File: src/design/cpw_pkg.sv
`timescale 1ns / 1ps
`default_nettype none
// -----------------------------------------------------------------------------
// cpw_pkg
// Shared widths, register codes and types of the clipped alpha pixel writer.
// -----------------------------------------------------------------------------
package cpw_pkg;

   localparam int MAX_SIDE_DEF    = 1024;
   localparam int STORE_DEPTH_DEF = 1048576;

   localparam int POS_W      = 16;   // signed pixel coordinate
   localparam int COORD_W    = POS_W - 1;  // magnitude of a non-negative coordinate
   localparam int COLOR_W    = 32;
   localparam int CFG_W      = 11;   // width of every configuration register
   localparam int PIX_ADDR_W = 20;   // reported address width
   localparam int PROD_W     = COORD_W + CFG_W;
   localparam int SUM_W      = PROD_W + 1;
   localparam int CHAN_W     = 8;
   localparam int NUM_CHAN   = 3;

   localparam int CSR_ADDR_W = 4;
   localparam int CSR_DATA_W = 32;
   localparam int REG_IDX_W  = 2;

   localparam logic [REG_IDX_W-1:0] REG_FRAME_WIDTH  = 2'd0;
   localparam logic [REG_IDX_W-1:0] REG_FRAME_HEIGHT = 2'd1;
   localparam logic [REG_IDX_W-1:0] REG_ROW_STRIDE   = 2'd2;

   localparam logic MODE_OPAQUE = 1'b0;
   localparam logic MODE_BLEND  = 1'b1;

   localparam logic [CFG_W-1:0] CFG_RESET = 11'd1024;

   typedef struct packed {
      logic [CFG_W-1:0] frame_width;
      logic [CFG_W-1:0] frame_height;
      logic [CFG_W-1:0] row_stride;
   } cfg_type;

endpackage
`default_nettype wire

File: src/design/cpw_blend.sv
`timescale 1ns / 1ps
`default_nettype none
// -----------------------------------------------------------------------------
// cpw_blend
// Per-channel alpha mix: registered products, then sum and divide by 255.
// -----------------------------------------------------------------------------
module cpw_blend (
   input  wire logic                         clock,
   input  wire logic                         load,
   input  wire logic [cpw_pkg::COLOR_W-1:0]  old_pixel,
   input  wire logic [cpw_pkg::COLOR_W-1:0]  color,
   output logic      [cpw_pkg::COLOR_W-1:0]  mixed
);

   localparam int PW = 2 * cpw_pkg::CHAN_W;

   logic [PW-1:0]               p_old_ff [cpw_pkg::NUM_CHAN];
   logic [PW-1:0]               p_new_ff [cpw_pkg::NUM_CHAN];
   logic [cpw_pkg::CHAN_W-1:0]  alpha;
   logic [cpw_pkg::CHAN_W-1:0]  inv_alpha;
   logic [cpw_pkg::CHAN_W-1:0]  quot [cpw_pkg::NUM_CHAN];

   assign alpha     = color[cpw_pkg::COLOR_W-1 -: cpw_pkg::CHAN_W];
   assign inv_alpha = ~alpha;  // 255 - a

   always_ff @(posedge clock) begin
      if (load) begin
         for (int c = 0; c < cpw_pkg::NUM_CHAN; c++) begin
            p_old_ff[c] <= PW'(old_pixel[c*cpw_pkg::CHAN_W +: cpw_pkg::CHAN_W])
                         * PW'(inv_alpha);
            p_new_ff[c] <= PW'(color[c*cpw_pkg::CHAN_W +: cpw_pkg::CHAN_W])
                         * PW'(alpha);
         end
      end
   end

   // Sum is at most 255*255, where (s + (s >> 8) + 1) >> 8 equals s / 255.
   always_comb begin
      logic [PW:0] s;
      logic [PW:0] t;
      for (int c = 0; c < cpw_pkg::NUM_CHAN; c++) begin
         s       = {1'b0, p_old_ff[c]} + {1'b0, p_new_ff[c]};
         t       = s + (s >> cpw_pkg::CHAN_W) + (PW+1)'(1);
         quot[c] = t[PW-1:cpw_pkg::CHAN_W];
      end
   end

   assign mixed = {{cpw_pkg::CHAN_W{1'b0}}, quot[2], quot[1], quot[0]};

endmodule
`default_nettype wire

File: config.mk
export PLATFORM = sky130hd
export DESIGN_NAME = cpw_blend
export DESIGN_NICKNAME = d
export VERILOG_FILES = /design/src/design/cpw_pkg.sv /design/src/design/cpw_blend.sv
export SDC_FILE = /design/constraint.sdc
export NUM_CORES = 1
export LEC_CHECK = 0
export ABC_CLOCK_PERIOD_IN_PS = 7600
export BUFFER_PORTS_ARGS = -buffer_cell sky130_fd_sc_hd__buf_2
export CORE_MARGIN = 5
export CORE_UTILIZATION = 50
export CTS_CLUSTER_SIZE = 12
export DETAILED_ROUTE_END_ITERATION = 10
export PLACE_DENSITY = 0.67
export RECOVER_POWER = 50
export SYNTH_ARGS = -nofsm -noshare
export SYNTH_HDL_FRONTEND = slang
export SYNTH_SLANG_ARGS = --single-unit
File: constraint.sdc
create_clock -name clock -period 7.6 [get_ports clock]
set_input_delay 1.52 -clock clock [delete_from_list [all_inputs] [get_ports clock]]
set_output_delay 1.52 -clock clock [all_outputs]
set_load 0.005 [all_outputs]
==> run summary <==
Number of buffers added on ports: 81
Maximum level of the CTS H-tree: 3
Buffer depth of the longest clock path: 2
Total wire length: 40050 um
Final Wtd Congestion: 0.8346
Peak supply drop: 0.6597 mV
Vias in the first global route: 14.24k
Vias post-DR: 13.55k
Primary FF master, synth: sky130_fd_sc_hd__edfxtp_1
Routed vias/inst: 5.346
Hold/Removal Path Class: primary input to register
Setup-violating endpoint count in the final report: 0
Number of distinct library cells after synthesis: 70
TritonCTS clock tree: done
Run status: finished with violations
Number of synthesized flops with an enable pin: 96
Beginning of the worst hold path: color[0]
Fill count: 3391
Share of final-layout standard cells stronger than drive strength 1: 6.156%
Die X-Extent: 203.4 um
Combinational share of power: 80.3%
Number of instances in the synthesized netlist: 1999
Share of synthesized flip-flops with an asynchronous set or reset: 0%
Arrival time at the worst endpoint: 6.89 ns
Starting density of the core: 50.83%
Final count of hold timing violations: 0
Setup repair bufs after CTS: 0
FF+latch count, synth: 96
Crit path time final: 6.774 ns
Iter 0 DRT Violations: 561
Antenna violations before repair: 7
Final Max Slew Viols: 134
Critical Setup Path Class: primary input to register
Nets: 2631
Element type at the critical path end: register
Die area: 41360 um2
WHS Endpoint: p_new_ff[0][0]
Number of placement rows: 70
RSZ-0062 raised after global routing: false
HPWL after detailed placement: 32570 um
Sw power: 3.732 mW
P_leak: 9.678 nW
Warning count from the yosys run: 0
First-pass GRT wire length: 68300 um
Max Cap Violations: 3
Register share of total power: 13.4%
Highest achievable clock rate: 0.1476 GHz
Required time of the critical path: 7.71 ns
Die Height: 203.4 um
Launching element type of the critical path: primary input
Hold buffers post-CTS: 0
Power density over the cells: 393.1 nW/um2
Clk pin slew, worst setup/hold paths: 0.08 ns
Worst slack after detailed placement: 1.197 ns
Violated checks: capacitance limit, slew limit
Tot GR Track Use: 19.92%
Cell Int Power: 4.082 mW
CTS Root Cell: sky130_fd_sc_hd__clkbuf_16
Post-route clock period utilization: 89.13%
Global route overflow: 0
Remaining number of nets flagged by the antenna check after routing: 0
Core Area: 36790 um2
Cell Area, Synth: 18700 um2
Count of pins on the block boundary: 98
Number of design rule violations left after detail routing: 0
Mean routed wirelength per cell: 15.81 um
Drt pass-1 iters: 6
Synthesis-to-layout area growth: 6.304%
Resized cells post-CTS: 0
Sum Neg Setup Slack: 0 ns
Post-synthesis area per instance: 9.354 um2
Remaining max-slew budget at the tightest pin: -79.60%
Transition time at the pin with the least slew margin: 2.694 ns
Share of total power consumed by net switching: 47.76%
Register area share after synthesis: 15.42%
Final setup slack of the worst path: 0.8263 ns
Largest net degree at the start of global routing: 50
CTS Buf Count: 9
Largest fanout on the critical path: 34
Hold path depth: 2
Clk network pwr share: 6.3%
TritonCTS Sinks: 96
per-stage QoR:
| stage | power [mW] | area [um2] | std cells | hold slack, ns | util [%] |
|---|---|---|---|---|---|
| floorplan | 5.741 | 18720 | 2006 | 1.633 | - |
| global placement | 7.126 | 19580 | 2515 | 1.946 | 53.23 |
| detailed placement | 7.298 | 19580 | 2515 | 1.950 | 53.23 |
| CTS | 7.858 | 19890 | 2531 | 1.567 | 54.07 |
| global route | 8.732 | 19870 | 2531 | 1.586 | 54.01 |
| finish | 7.814 | 19880 | 2534 | 1.588 | 54.03 |
placed cells by master, fill, tap and decap left out, drive strengths merged, types with 4 or more instances in the layout:
cell	synthesis	final
o31a	6	6
nor2b	185	185
inv	328	332
a21oi	63	63
a21boi	10	10
a21o	22	22
o211ai	8	8
or2	10	10
conb	1	8
o41ai	4	4
nand4	5	5
buf	9	86
a41o	4	4
or3	10	10
nand2	91	91
nand3b	4	4
a41oi	4	4
and3	5	5
a31oi	7	7
a211oi	8	8
nor3	28	28
xor2	17	17
o31ai	4	4
fa	219	219
o21a	14	14
ha	288	288
o21bai	6	6
and2	158	158
edfxtp	96	96
nand2b	46	46
xnor2	99	99
o311a	5	5
o21ai	41	41
nor2	85	85
clkbuf	43	16
nand3	23	23
kinds of logic after synthesis:
kind of cell | after synthesis | synth area share, %
simple gates | 665 | 19.83
fa+ha+maj | 507 | 42.72
buf+inv | 380 | 7.796
compound gates | 231 | 8.626
xor+xnor | 116 | 5.434
flops | 96 | 15.42
mux | 3 | 0.1606
other cells | 1 | 0.02006
synth_stat cells (all sizes together), types with 3 or more instances:
master,n,area [um2]
a21o,22,165.2
a31o,3,26.28
o21a,14,105.1
a31oi,7,43.79
clkbuf,43,161.4
and3,5,31.28
edfxtp,96,2883
ha,288,3603
a211o,3,26.28
nand3b,4,30.03
fa,219,4384
xor2,17,148.9
a41oi,4,35.03
a211oi,8,65.06
o311ai,3,33.79
a21oi,63,315.3
o41a,3,43.79
or3,10,62.56
and2,158,988.5
o31a,6,52.55
or2,10,62.56
o211ai,8,65.06
a41o,4,40.04
nand2,91,341.6
nand3,23,115.1
inv,328,1231
nor2,85,319.1
nor3,28,140.1
nor3b,3,22.52
buf,9,65.06
nor2b,185,1157
o21bai,6,45.04
o41ai,4,53.81
nand2b,46,287.8
o21ai,41,205.2
o31ai,4,30.03
xnor2,99,867.1
o311a,5,61.31
a21boi,10,75.07
mux2i,3,30.03
nand4,5,31.28
worst max-delay path, stage by stage:
cell and delay (ns):
sky130_fd_sc_hd__clkbuf_1 1.37, sky130_fd_sc_hd__clkbuf_1 0.67, sky130_fd_sc_hd__nor2b_1 0.14, sky130_fd_sc_hd__fa_1 0.48
sky130_fd_sc_hd__ha_1 0.28, sky130_fd_sc_hd__inv_1 0.04, sky130_fd_sc_hd__fa_1 0.51, sky130_fd_sc_hd__inv_1 0.05
sky130_fd_sc_hd__ha_1 0.26, sky130_fd_sc_hd__a21o_1 0.18, sky130_fd_sc_hd__a21oi_1 0.22, sky130_fd_sc_hd__nor2b_1 0.07
sky130_fd_sc_hd__o21ai_0 0.24, sky130_fd_sc_hd__a21oi_1 0.14, sky130_fd_sc_hd__a41o_1 0.28, sky130_fd_sc_hd__o41ai_1 0.31
sky130_fd_sc_hd__xnor2_1 0.10
worst max-delay path by stage:
stage	slack, ns	cells past startpoint	from	end
6_report	0.83	17	color[25]	p_old_ff[0][30]
3_5_place_dp	1.20	17	color[26]	p_old_ff[0][29]
4_1_cts	1.09	21	p_new_ff[0][32]	mixed[23]
2_1_floorplan	1.63	17	color[29]	p_new_ff[0][47]
3_3_place_gp	1.28	17	color[28]	p_new_ff[0][47]
5_1_grt	0.48	17	color[25]	p_old_ff[0][30]
area by class of cell:
type | count | area (um2) | area share (%)
Timing Repair Buffer | 93 | 476.7 | 2.398
Sequential cell | 96 | 2883 | 14.50
Inverter | 328 | 1231 | 6.194
Multi-Input combinational cell | 1530 | 14380 | 72.37
Antenna cell | 3 | 7.507 | 0.03777
Tap cell | 468 | 585.6 | 2.946
Clock inverter | 7 | 83.83 | 0.4218
Clock buffer | 9 | 225.2 | 1.133
sequential cells by signal, summed over array words and instances (netlist names):
register	cells
p_new_ff	48
p_old_ff	48
power groups by stage:
stage,clock [mW],combinational [mW],sequential (mW)
3_3_place_gp,0,6.08,1.05
4_1_cts,0.506,6.31,1.04
6_report,0.492,6.28,1.04
3_5_place_dp,0,6.25,1.04
5_1_grt,0.522,7.16,1.05
2_1_floorplan,0,4.77,0.974
layer usage:
metal	track usage (%)	part of all wire, %
met5	0	0.20
met4	4.336	1.6
met3	2.862	3.8
met1	27.48	47
met2	33.63	47
Power figures use the tool's default switching activity.
