File: src/design/cpw_pkg.sv
`timescale 1ns / 1ps
`default_nettype none
// -----------------------------------------------------------------------------
// cpw_pkg
// Shared widths, register codes and types of the clipped alpha pixel writer.
// -----------------------------------------------------------------------------
package cpw_pkg;

   localparam int MAX_SIDE_DEF    = 1024;
   localparam int STORE_DEPTH_DEF = 1048576;

   localparam int POS_W      = 16;   // signed pixel coordinate
   localparam int COORD_W    = POS_W - 1;  // magnitude of a non-negative coordinate
   localparam int COLOR_W    = 32;
   localparam int CFG_W      = 11;   // width of every configuration register
   localparam int PIX_ADDR_W = 20;   // reported address width
   localparam int PROD_W     = COORD_W + CFG_W;
   localparam int SUM_W      = PROD_W + 1;
   localparam int CHAN_W     = 8;
   localparam int NUM_CHAN   = 3;

   localparam int CSR_ADDR_W = 4;
   localparam int CSR_DATA_W = 32;
   localparam int REG_IDX_W  = 2;

   localparam logic [REG_IDX_W-1:0] REG_FRAME_WIDTH  = 2'd0;
   localparam logic [REG_IDX_W-1:0] REG_FRAME_HEIGHT = 2'd1;
   localparam logic [REG_IDX_W-1:0] REG_ROW_STRIDE   = 2'd2;

   localparam logic MODE_OPAQUE = 1'b0;
   localparam logic MODE_BLEND  = 1'b1;

   localparam logic [CFG_W-1:0] CFG_RESET = 11'd1024;

   typedef struct packed {
      logic [CFG_W-1:0] frame_width;
      logic [CFG_W-1:0] frame_height;
      logic [CFG_W-1:0] row_stride;
   } cfg_type;

endpackage
`default_nettype wire

File: src/design/cpw_csr.sv
`timescale 1ns / 1ps
`default_nettype none
// -----------------------------------------------------------------------------
// cpw_csr
// APB-style register file: frame width, frame height and row stride.
// -----------------------------------------------------------------------------
module cpw_csr (
   input  wire logic                            clock,
   input  wire logic                            reset,
   input  wire logic                            psel,
   input  wire logic                            penable,
   input  wire logic                            pwrite,
   input  wire logic [cpw_pkg::CSR_ADDR_W-1:0]  paddr,
   input  wire logic [cpw_pkg::CSR_DATA_W-1:0]  pwdata,
   output logic      [cpw_pkg::CSR_DATA_W-1:0]  prdata,
   output logic                                 pready,
   output cpw_pkg::cfg_type                     cfg
);

   cpw_pkg::cfg_type                 cfg_ff;
   cpw_pkg::cfg_type                 cfg_in;
   logic [cpw_pkg::REG_IDX_W-1:0]    reg_idx;
   logic [cpw_pkg::CFG_W-1:0]        wr_val;
   logic                             wr_fire;

   assign pready  = 1'b1;
   assign reg_idx = paddr[cpw_pkg::CSR_ADDR_W-1:2];
   assign wr_val  = pwdata[cpw_pkg::CFG_W-1:0];
   assign wr_fire = psel && penable && pwrite;

   always_comb begin
      cfg_in = cfg_ff;
      if (wr_fire) begin
         unique case (reg_idx)
            cpw_pkg::REG_FRAME_WIDTH:  cfg_in.frame_width  = wr_val;
            cpw_pkg::REG_FRAME_HEIGHT: cfg_in.frame_height = wr_val;
            cpw_pkg::REG_ROW_STRIDE:   cfg_in.row_stride   = wr_val;
            default:                   cfg_in = cfg_ff;  // drop writes past the list
         endcase
      end
   end

   always_ff @(posedge clock) begin
      if (reset) begin
         cfg_ff.frame_width  <= cpw_pkg::CFG_RESET;
         cfg_ff.frame_height <= cpw_pkg::CFG_RESET;
         cfg_ff.row_stride   <= cpw_pkg::CFG_RESET;
      end else begin
         cfg_ff <= cfg_in;
      end
   end

   always_comb begin
      unique case (reg_idx)
         cpw_pkg::REG_FRAME_WIDTH:
            prdata = cpw_pkg::CSR_DATA_W'(cfg_ff.frame_width);
         cpw_pkg::REG_FRAME_HEIGHT:
            prdata = cpw_pkg::CSR_DATA_W'(cfg_ff.frame_height);
         cpw_pkg::REG_ROW_STRIDE:
            prdata = cpw_pkg::CSR_DATA_W'(cfg_ff.row_stride);
         default:
            prdata = '0;
      endcase
   end

   assign cfg = cfg_ff;

endmodule
`default_nettype wire

File: config.mk
export PLATFORM = sky130hd
export DESIGN_NAME = cpw_csr
export DESIGN_NICKNAME = d
export VERILOG_FILES = /design/src/design/cpw_pkg.sv /design/src/design/cpw_csr.sv
export SDC_FILE = /design/constraint.sdc
export NUM_CORES = 1
export LEC_CHECK = 0
export BUFFER_PORTS_ARGS = -buffer_cell sky130_fd_sc_hd__buf_4
export CAP_MARGIN = 20
export CELL_PAD_IN_SITES_DETAIL_PLACEMENT = 1
export CELL_PAD_IN_SITES_GLOBAL_PLACEMENT = 2
export CORE_ASPECT_RATIO = 1.75
export CORE_UTILIZATION = 24
export CTS_BUF_LIST = sky130_fd_sc_hd__clkbuf_8
export DETAILED_ROUTE_END_ITERATION = 8
export GPL_TIMING_DRIVEN = 0
export MAX_ROUTING_LAYER = met4
export PLACE_DENSITY_LB_ADDON = 0.2
export SYNTH_ARGS = -nofsm -noshare
export SYNTH_HDL_FRONTEND = slang
export SYNTH_SLANG_ARGS = --single-unit
File: constraint.sdc
create_clock -name clock -period 1.5 [get_ports clock]
set_clock_uncertainty 0.05 [all_clocks]
set_input_delay 0.3 -clock clock [delete_from_list [all_inputs] [get_ports clock]]
set_output_delay 0.3 -clock clock [all_outputs]
set_load 0.05 [all_outputs]
==> results of run 1 <==
-- worst reg2reg max path: cells and delay by family, from the launching register on --
family | cells | cell delay [ps]
flops | 1 | 370
mux | 1 | 140
simple gates | 1 | 70
-- cell usage in the layout (no fill, tap or decap), types with 5 or more instances in the layout --
| cell type | Yosys | routed |
|---|---|---|
| sky130_fd_sc_hd__dfxtp_1 | 33 | 11 |
| sky130_fd_sc_hd__mux2i_2 | 0 | 6 |
| sky130_fd_sc_hd__nand2_2 | 0 | 5 |
| sky130_fd_sc_hd__clkbuf_8 | 0 | 8 |
| sky130_fd_sc_hd__nand2_1 | 11 | 6 |
| sky130_fd_sc_hd__nand2b_1 | 40 | 40 |
| sky130_fd_sc_hd__conb_1 | 2 | 22 |
| sky130_fd_sc_hd__buf_6 | 0 | 12 |
| sky130_fd_sc_hd__mux2i_1 | 44 | 33 |
| sky130_fd_sc_hd__dfxtp_2 | 0 | 22 |
| sky130_fd_sc_hd__o21ai_4 | 0 | 11 |
| sky130_fd_sc_hd__mux2i_4 | 0 | 5 |
| sky130_fd_sc_hd__buf_4 | 24 | 74 |
-- path summary, 6_finish.rpt --
| check | from | end | cells after the start |
|---|---|---|---|
| max | paddr[2] | prdata[6] | 6 |
| min | pwdata[10] | cfg[32]$_SDFFE_PP1P_ | 3 |
| max reg2reg | cfg[22]$_SDFFE_PP0P_ | cfg[22]$_SDFFE_PP0P_ | 2 |
| min reg2reg | cfg[20]$_SDFFE_PP0P_ | cfg[20]$_SDFFE_PP0P_ | 2 |
-- final cells by class --
cell class | count | share of cell area, %
well taps | 84 | 3.68
repair buffers | 63 | 18.9
plain buffers | 33 | 8.86
multi-input cells | 138 | 40.3
clock inverters | 2 | 1.18
flip-flops and latches | 33 | 24.1
clock buffers | 6 | 2.89
-- kinds of logic (layout without fill, tap and decap cells) --
| family | after synthesis | in the layout | synth area share, % |
|---|---|---|---|
| mux | 44 | 44 | 25.5 |
| buf+inv | 33 | 104 | 12.6 |
| simple gates | 61 | 61 | 20.0 |
| flops | 33 | 33 | 38.3 |
| other cells | 2 | 22 | 0.435 |
| compound gates | 11 | 11 | 3.19 |
-- layer usage --
layer	up-vias	part of all wire, %
met2	53	56
li1	747	-
met4	0	1.7
met5	-	0
met1	733	38
met3	6	4.2
-- repair_timing --
item / CTS / global route
endpoints found under the setup margin: 10 / 1
setup buffers: 1 / 0
cloned: 2 / 0
gates resized for setup: 42 / 1
-- power breakdown --
| group | total (uW) | internal, uW | switching (uW) |
|---|---|---|---|
| clock network | 884 | 535 | 349 |
| logic | 468 | 171 | 297 |
| registers | 901 | 888 | 12.6 |
| total | 2250 | 1590 | 658 |
-- stage by stage --
stage                     setup TNS [ps]  power [uW]  cell area (sq um)  std cells  setup WS (ps)
after global routing                   0        2330               2850        359           4.75
final                                  0        2250               2850        359           27.0
after CTS                              0        2260               2850        359           29.3
after detailed placement           -2960        1350               2510        348           -283
after floorplan                        0        1240               1960        204           9.14
after global placement             -2650        1340               2510        348           -283
==> out/results.txt, run 1 <==
run status - finished clean
minimum setup slack among reg-to-reg paths - 790 ps
CTS clk-pin slew, worst paths - 70 ps
post-route ant nets - 0
post-synth top area cell - sky130_fd_sc_hd__dfxtp_1
Worst Path Required - 1150 ps
critical path startpoint category - input port
Post-Synthesis Cell Area - 0.00173 sq mm
most instantiated cells after synthesis - sky130_fd_sc_hd__mux2i_1, sky130_fd_sc_hd__nand2b_1, sky130_fd_sc_hd__dfxtp_1
GR Layer Usage met2 - 29.1%
flip-flop count of the largest register after layout - 33
post-synthesis to final-layout area growth - 65.2%
Leak Pwr - 0.00131 uW
fillers - 806
mean instance size in the synthesized netlist - 9.38 sq um
vias in the first global route - 1512
worst min-delay path class - input port to flip-flop
slowest cell on the critical path - sky130_fd_sc_hd__clkbuf_8
crit path cell chain - buf_6 > nor2b_4 > clkbuf_8 > nand2_2 > o21ai_4 > buf_6
CTS buffer count - 5
DRC violations left - 0
number of distinct standard cells referenced by the synthesized netlist - 16
Top Family by Delay on Critical Path - buffers and inverters
global-route congestion overflow total - 0
Crit path top cell by count - sky130_fd_sc_hd__buf_6
most repeated cell in the gate-level netlist after synthesis - sky130_fd_sc_hd__mux2i_1
flop and latch count out of synthesis - 33
clock latency on the worst-skew pair - 290 ps
wire length of the first global-routing pass - 8100 um
I/O pin cnt - 107
Final nets - 315
nature of the critical path endpoint - output pin
detailed-route vias per instance - 4.29
Max Buffers Root-to-Sink - 2
die footprint - 0.00755 sq mm
CP max stage delay - 200 ps
async set-reset flop share out of synthesis - 0%
yosys warns - 0
count of clock tree sinks - 33
die span in x - 66.1 um
count of endpoints failing setup in the final report - 0
number of enable-type register cells in the synthesized netlist - 0
input/output buffers - 60
clock root buffer master - sky130_fd_sc_hd__clkbuf_8
hold buffers post-CTS - 0
GR Util met1 - 15.5%
highest attainable clock frequency - 679 MHz
pin count of the biggest net entering global routing - 11
final worst-path cycle share - 98.2%
Slew Limit Fails - 0
FF+latch area - 688 sq um
placed wire-length estimate - 3790 um
Min Clock Period, post-route - 1470 ps
hold violation count in the final report - 0
area occupied by multi-input gates - 0.00115 sq mm
antenna violations before repair - 0
count of maximum capacitance violations - 0
maximum level of the CTS H-tree - 2
critical setup path kind - input port to output pin
post-route core utilization - 41.3%
leading post-synthesis cells by cell area - sky130_fd_sc_hd__dfxtp_1, sky130_fd_sc_hd__mux2i_1, sky130_fd_sc_hd__nand2b_1, sky130_fd_sc_hd__buf_4, sky130_fd_sc_hd__o21ai_0
final antenna diode count - 0
Power Dens Cells - 790 mW/mm^2
global router's overall resource usage - 15.4%
core region area - 0.00691 sq mm
row cnt - 40
Total Routed Length - 5370 um
highest ir drop seen on vdd - 361 uV
gate count of the mapped netlist - 184
vias after detailed routing - 1539
sequential cell area fraction in the yosys report - 38.3%
CP Max Fanout - 7
setup repair after global routing missed its margin - false
Wirelength per Cell - 15.0 um
vertical die dimension - 114 um
minimum hold slack - 253 ps
CP bufs+invs - 3
commonest register cell after synthesis - sky130_fd_sc_hd__dfxtp_1
M3 GR Usage - 2.19%
grt peak-use layer - met2
number of violations reported at the end of detailed-routing iteration 0 - 26
fraction of layout instances using a drive strength above 1 - 54.2%
number of optimization iterations in the first detailed-route pass - 3
routability congestion estimate - 0.697
post-synth top area share - 38.3%
signal arrival time at the worst endpoint - 1120 ps
clock tree from TritonCTS - yes
initial core utilization - 25.0%
Note: power is estimated with default switching activity, not from simulation.
==> inputs of run 2 (changes only) <==
Settings changed: CELL_PAD_IN_SITES_GLOBAL_PLACEMENT 2 to 1, CORE_UTILIZATION 24 to 31.
==> run 2 against run 1 <==
Effect of this change:
- core utilization increased by 13 points
- via count increased by 0.13%
- clock power decreased by 1%
- clock-buffer cell count unchanged
- total power decreased by 0.28%
==> out/results.txt, run 2 (same netlist as run 1, synthesis figures left out) <==
worst flop-to-flop path endpoint - cfg[0]$_SDFFE_PP0P_
maximum level of the CTS H-tree - 2
detailed-route vias per instance - 4.43
count of clock tree sinks - 33
minimum setup slack among reg-to-reg paths - 750 ps
area occupied by multi-input gates - 0.00117 sq mm
final antenna diode count - 0
Min Clock Period, post-route - 1480 ps
final worst-path cycle share - 98.5%
placed wire-length estimate - 3720 um
routability congestion estimate - 0.657
Leak Pwr - 0.00132 uW
global-route congestion overflow total - 0
I/O pin cnt - 107
setup repair after global routing missed its margin - true
hold buffers post-CTS - 0
worst min-delay path class - input port to flip-flop
vias after detailed routing - 1541
Slew Limit Fails - 0
highest attainable clock frequency - 677 MHz
Total Routed Length - 5280 um
run status - finished clean
global router's overall resource usage - 19.3%
vertical die dimension - 101 um
critical setup path kind - input port to output pin
clock tree from TritonCTS - yes
hold violation count in the final report - 0
count of endpoints failing setup in the final report - 0
pin count of the biggest net entering global routing - 11
Worst Path Required - 1150 ps
FF+latch area - 688 sq um
Final nets - 314
antenna violations before repair - 0
highest ir drop seen on vdd - 656 uV
number of cells on the worst reg-to-reg path - 2
setup TNS - 0 ps
most common cell after layout, fill and taps aside - sky130_fd_sc_hd__buf_4
crit path cell chain - buf_6 > nor2b_4 > buf_8 > nand2_2 > o21ai_4 > buf_6
critical path startpoint category - input port
Crit path top cell by count - sky130_fd_sc_hd__buf_6
clock latency on the worst-skew pair - 280 ps
clock root buffer master - sky130_fd_sc_hd__clkbuf_8
vias in the first global route - 1594
die footprint - 0.00588 sq mm
Max Buffers Root-to-Sink - 2
flip-flop count of the largest register after layout - 33
number of optimization iterations in the first detailed-route pass - 4
post-route ant nets - 0
core region area - 0.00530 sq mm
number of violations reported at the end of detailed-routing iteration 0 - 23
DRC violations left - 0
post-route core utilization - 54.0%
CTS clk-pin slew, worst paths - 70 ps
CP max stage delay - 200 ps
fraction of layout instances using a drive strength above 1 - 55.5%
CTS buffer count - 5
termination of the worst setup path - prdata[6]
signal arrival time at the worst endpoint - 1130 ps
initial core utilization - 32.6%
critical path startpoint - paddr[2]
post-synthesis to final-layout area growth - 65.6%
launch instance of the worst register-to-register path - cfg[0]$_SDFFE_PP0P_
count of maximum capacitance violations - 0
wire length of the first global-routing pass - 8090 um
die span in x - 58.4 um
commonest non-fill, non-tap cells in the layout - sky130_fd_sc_hd__buf_4, sky130_fd_sc_hd__nand2b_1, sky130_fd_sc_hd__mux2i_1
fillers - 605
Wirelength per Cell - 15.2 um
slowest cell on the critical path - sky130_fd_sc_hd__nor2b_4
CP Max Fanout - 7
nature of the critical path endpoint - output pin
Power Dens Cells - 786 mW/mm^2
row cnt - 35
input/output buffers - 60
## run 2: cell count changes in the layout (fill, tap and decap cells not counted), sizes merged
cell | before | now
buf | 89 | 90
clkbuf | 13 | 11
## run 2: metrics by stage
| stage | setup WS, ps | hold slack (ps) | cells | instance area [sq um] | total power, uW |
|---|---|---|---|---|---|
| final | 23.0 | 260 | 348 | 2860 | 2250 |
| after global routing | -1.13 | 282 | 348 | 2860 | 2330 |
| after CTS | -19.7 | 263 | 348 | 2830 | 2260 |
| after detailed placement | -217 | 427 | 338 | 2500 | 1340 |
| after global placement | -201 | 419 | 338 | 2500 | 1340 |
| after floorplan | 9.14 | 431 | 204 | 1960 | 1240 |
## run 2: final cells by class
type / instances / share of cell area (%)
repair buffers: 62 / 18.7
clock inverters: 2 / 1.18
multi-input cells: 138 / 41.1
flip-flops and latches: 33 / 24.1
plain buffers: 33 / 8.88
clock buffers: 6 / 2.89
well taps: 74 / 3.24
## run 2: metal layers
layer  share of wire, %  GRT usage [%]
met1                 38           20.5
met5                  0              -
met4                1.3           6.04
met2                 58           36.1
met3                2.6           2.57
## run 2: critical path: cells and delay by family
kind            cells  cell delay (ps)
compound gates      1               70
simple gates        2              280
buf+inv             3              470
## run 2: worst min-delay path by stage
stage | from | end | slack (ps) | depth (start not counted)
finish | pwdata[10] | cfg[10]$_SDFFE_PP1P_ | 260 | 3
CTS | pwdata[10] | cfg[10]$_SDFFE_PP1P_ | 260 | 3
global route | pwdata[3] | cfg[25]$_SDFFE_PP0P_ | 280 | 3
floorplan | pwdata[10] | cfg[10]$_SDFFE_PP1P_ | 430 | 2
detailed placement | cfg[11]$_SDFFE_PP0P_ | cfg[11]$_SDFFE_PP0P_ | 430 | 2
global placement | cfg[19]$_SDFFE_PP0P_ | cfg[19]$_SDFFE_PP0P_ | 420 | 2
## run 2: report_power, final
part | leakage, uW | switching, uW | total (uW) | internal [uW]
sequential | 0.000276 | 12.9 | 901 | 888
combinational | 0.000983 | 300 | 471 | 171
clock | 0.0000626 | 339 | 874 | 535
total | 0.00132 | 651 | 2250 | 1590
## run 2: timing repair
action	in CTS	in global routing
resized for setup	41	10
cloned	2	0
setup endpoints to repair	10	11
setup buffers	0	0
pin swaps	0	0
==> inputs of run 3 (changes only) <==
Settings changed: CORE_MARGIN from default to 10.
==> run 3 against run 2 <==
Effect of this change:
- hold slack improved by 2.3 ps
- combinational power increased by 1%
- setup slack better by 15 ps
- highest routed layer unchanged
==> out/results.txt, run 3 (same netlist as run 1, synthesis figures left out) <==
CP max stage delay - 200 ps
sequential share of power - 42.5%
critical setup path kind - input port to output pin
post-synthesis to final-layout area growth - 64.1%
Slew Limit Fails - 0
nature of the critical path endpoint - output pin
switching power share of the total - 30.3%
maximum level of the CTS H-tree - 2
Top Family by Delay on Critical Path - buffers and inverters
clock root buffer master - sky130_fd_sc_hd__clkbuf_8
Overall Power - 2120 uW
final std cells w/o fill - 349
clock tree from TritonCTS - yes
input/output buffers - 60
row cnt - 35
internal cell power - 1480 uW
initial core utilization - 32.3%
global-route congestion overflow total - 0
Wirelength per Cell - 17.0 um
Crit path top cell by count - sky130_fd_sc_hd__buf_6
number of optimization iterations in the first detailed-route pass - 4
crit path cell chain - buf_6 > nor2b_4 > buf_8 > nand2_2 > o21ai_4 > buf_6
logic depth of the worst path, buffers included - 6
I/O pin cnt - 107
vias in the first global route - 1735
signal arrival time at the worst endpoint - 1110 ps
global router's overall resource usage - 13.4%
number of violations reported at the end of detailed-routing iteration 0 - 33
proportion of power drawn by combinational gates - 22.5%
highest attainable clock frequency - 684 MHz
number of cells on the worst reg-to-reg path - 2
cell count after placement - 338
final antenna diode count - 0
critical path startpoint category - input port
worst flop-to-flop path endpoint - cfg[21]$_SDFFE_PP1P_
Max Buffers Root-to-Sink - 2
highest ir drop seen on vdd - 378 uV
count of maximum capacitance violations - 0
detailed-route vias per instance - 4.42
count of endpoints failing setup in the final report - 0
wire length of the first global-routing pass - 9500 um
CTS clk-pin slew, worst paths - 70 ps
Clock Power Share - 35.0%
Min Clock Period, post-route - 1460 ps
core region area - 0.00534 sq mm
routability congestion estimate - 0.715
hold buffers post-CTS - 0
CP Max Fanout - 7
Power Dens Cells - 747 mW/mm^2
worst hold endpoint - cfg[10]$_SDFFE_PP1P_
vertical die dimension - 119 um
switching pwr - 642 uW
worst min-delay path class - input port to flip-flop
setup repair after global routing missed its margin - true
Worst Min Path Start - pwdata[10]
most common cell after layout, fill and taps aside - sky130_fd_sc_hd__buf_4
number of stages on the worst hold path - 3
minimum setup slack among reg-to-reg paths - 790 ps
Total Routed Length - 5940 um
CTS buffer count - 5
die footprint - 0.00907 sq mm
DRC violations left - 0
CP bufs+invs - 3
placed wire-length estimate - 4370 um
pin count of the biggest net entering global routing - 11
commonest non-fill, non-tap cells in the layout - sky130_fd_sc_hd__buf_4, sky130_fd_sc_hd__nand2b_1, sky130_fd_sc_hd__mux2i_1
final worst-path cycle share - 97.5%
Leak Pwr - 0.00131 uW
launch instance of the worst register-to-register path - cfg[21]$_SDFFE_PP1P_
Final nets - 315
fillers - 611
antenna violations before repair - 0
clock latency on the worst-skew pair - 290 ps
count of clock tree sinks - 33
vias after detailed routing - 1544
fraction of layout instances using a drive strength above 1 - 56.4%
die span in x - 76.4 um
run status - finished clean
flip-flop count of the largest register after layout - 33
hold violation count in the final report - 0
Worst Path Required - 1150 ps
slowest cell on the critical path - sky130_fd_sc_hd__nor2b_4
post-route ant nets - 0
-- run 3: cell count changes in the layout (fill, tap and decap cells not counted), moves of 2 or more --
cell	previous run	this run
sky130_fd_sc_hd__mux2i_2	5	8
sky130_fd_sc_hd__nand2_2	8	10
sky130_fd_sc_hd__mux2i_4	6	3
sky130_fd_sc_hd__buf_8	2	4
-- run 3: per-layer routing --
layer  wire [um]  track usage [%]  vias to the layer above
met2        3440             25.3                       42
met3         220             2.96                        6
li1            -                -                      743
met5           0                -                        -
met1        2220             13.2                      753
met4          57             3.86                        0
-- run 3: power by group through the flow --
stage,combinational [uW],clock [uW],sequential (uW)
CTS,466,761,900
floorplan,287,0,956
finish,477,740,901
global placement,423,0,918
detailed placement,426,0,918
global route,503,794,902
-- run 3: final cells by class --
class	count	area (sq um)	share of cell area, %
tap	74	92.6	3.27
sequential	33	688	24.3
multi-input combinational	138	1140	40.4
clock buffer	7	96.3	3.40
timing repair buffer	63	553	19.5
clock inverter	1	5.00	0.177
buffer	33	254	8.96
-- run 3: repair_timing --
action / 4_1_cts / 5_1_grt
cloned: 2 / 0
resized for setup: 34 / 17
endpoints found under the setup margin: 10 / 11
setup buffers: 1 / 0
-- run 3: worst max path at each step --
stage                         from        end  slack [ps]
after global placement    paddr[3]  prdata[0]        -210
final                     paddr[2]  prdata[3]          40
after CTS                 paddr[2]  prdata[0]          -8
after global routing      paddr[2]  prdata[0]          -8
after floorplan           paddr[2]  prdata[0]           9
after detailed placement  paddr[3]  prdata[3]        -220
-- run 3: worst min-delay path, delay by kind of cell --
family                 cells  cell delay [ps]
multiplexers               1              120
buffers and inverters      1               80
AND/OR/NAND/NOR            1               60
-- run 3: stage by stage --
| stage | TNS (ps) | area, sq um | setup slack (ps) | hold WS (ps) | utilization (%) |
|---|---|---|---|---|---|
| after global routing | -14.7 | 2830 | -7.84 | 278 | 53.0 |
| after detailed placement | -2060 | 2500 | -221 | 427 | 46.8 |
| after CTS | -27.8 | 2790 | -8.05 | 262 | 52.2 |
| after floorplan | 0 | 1960 | 9.14 | 431 | - |
| final | 0 | 2830 | 37.9 | 263 | 53.0 |
| after global placement | -2000 | 2500 | -213 | 418 | 46.8 |
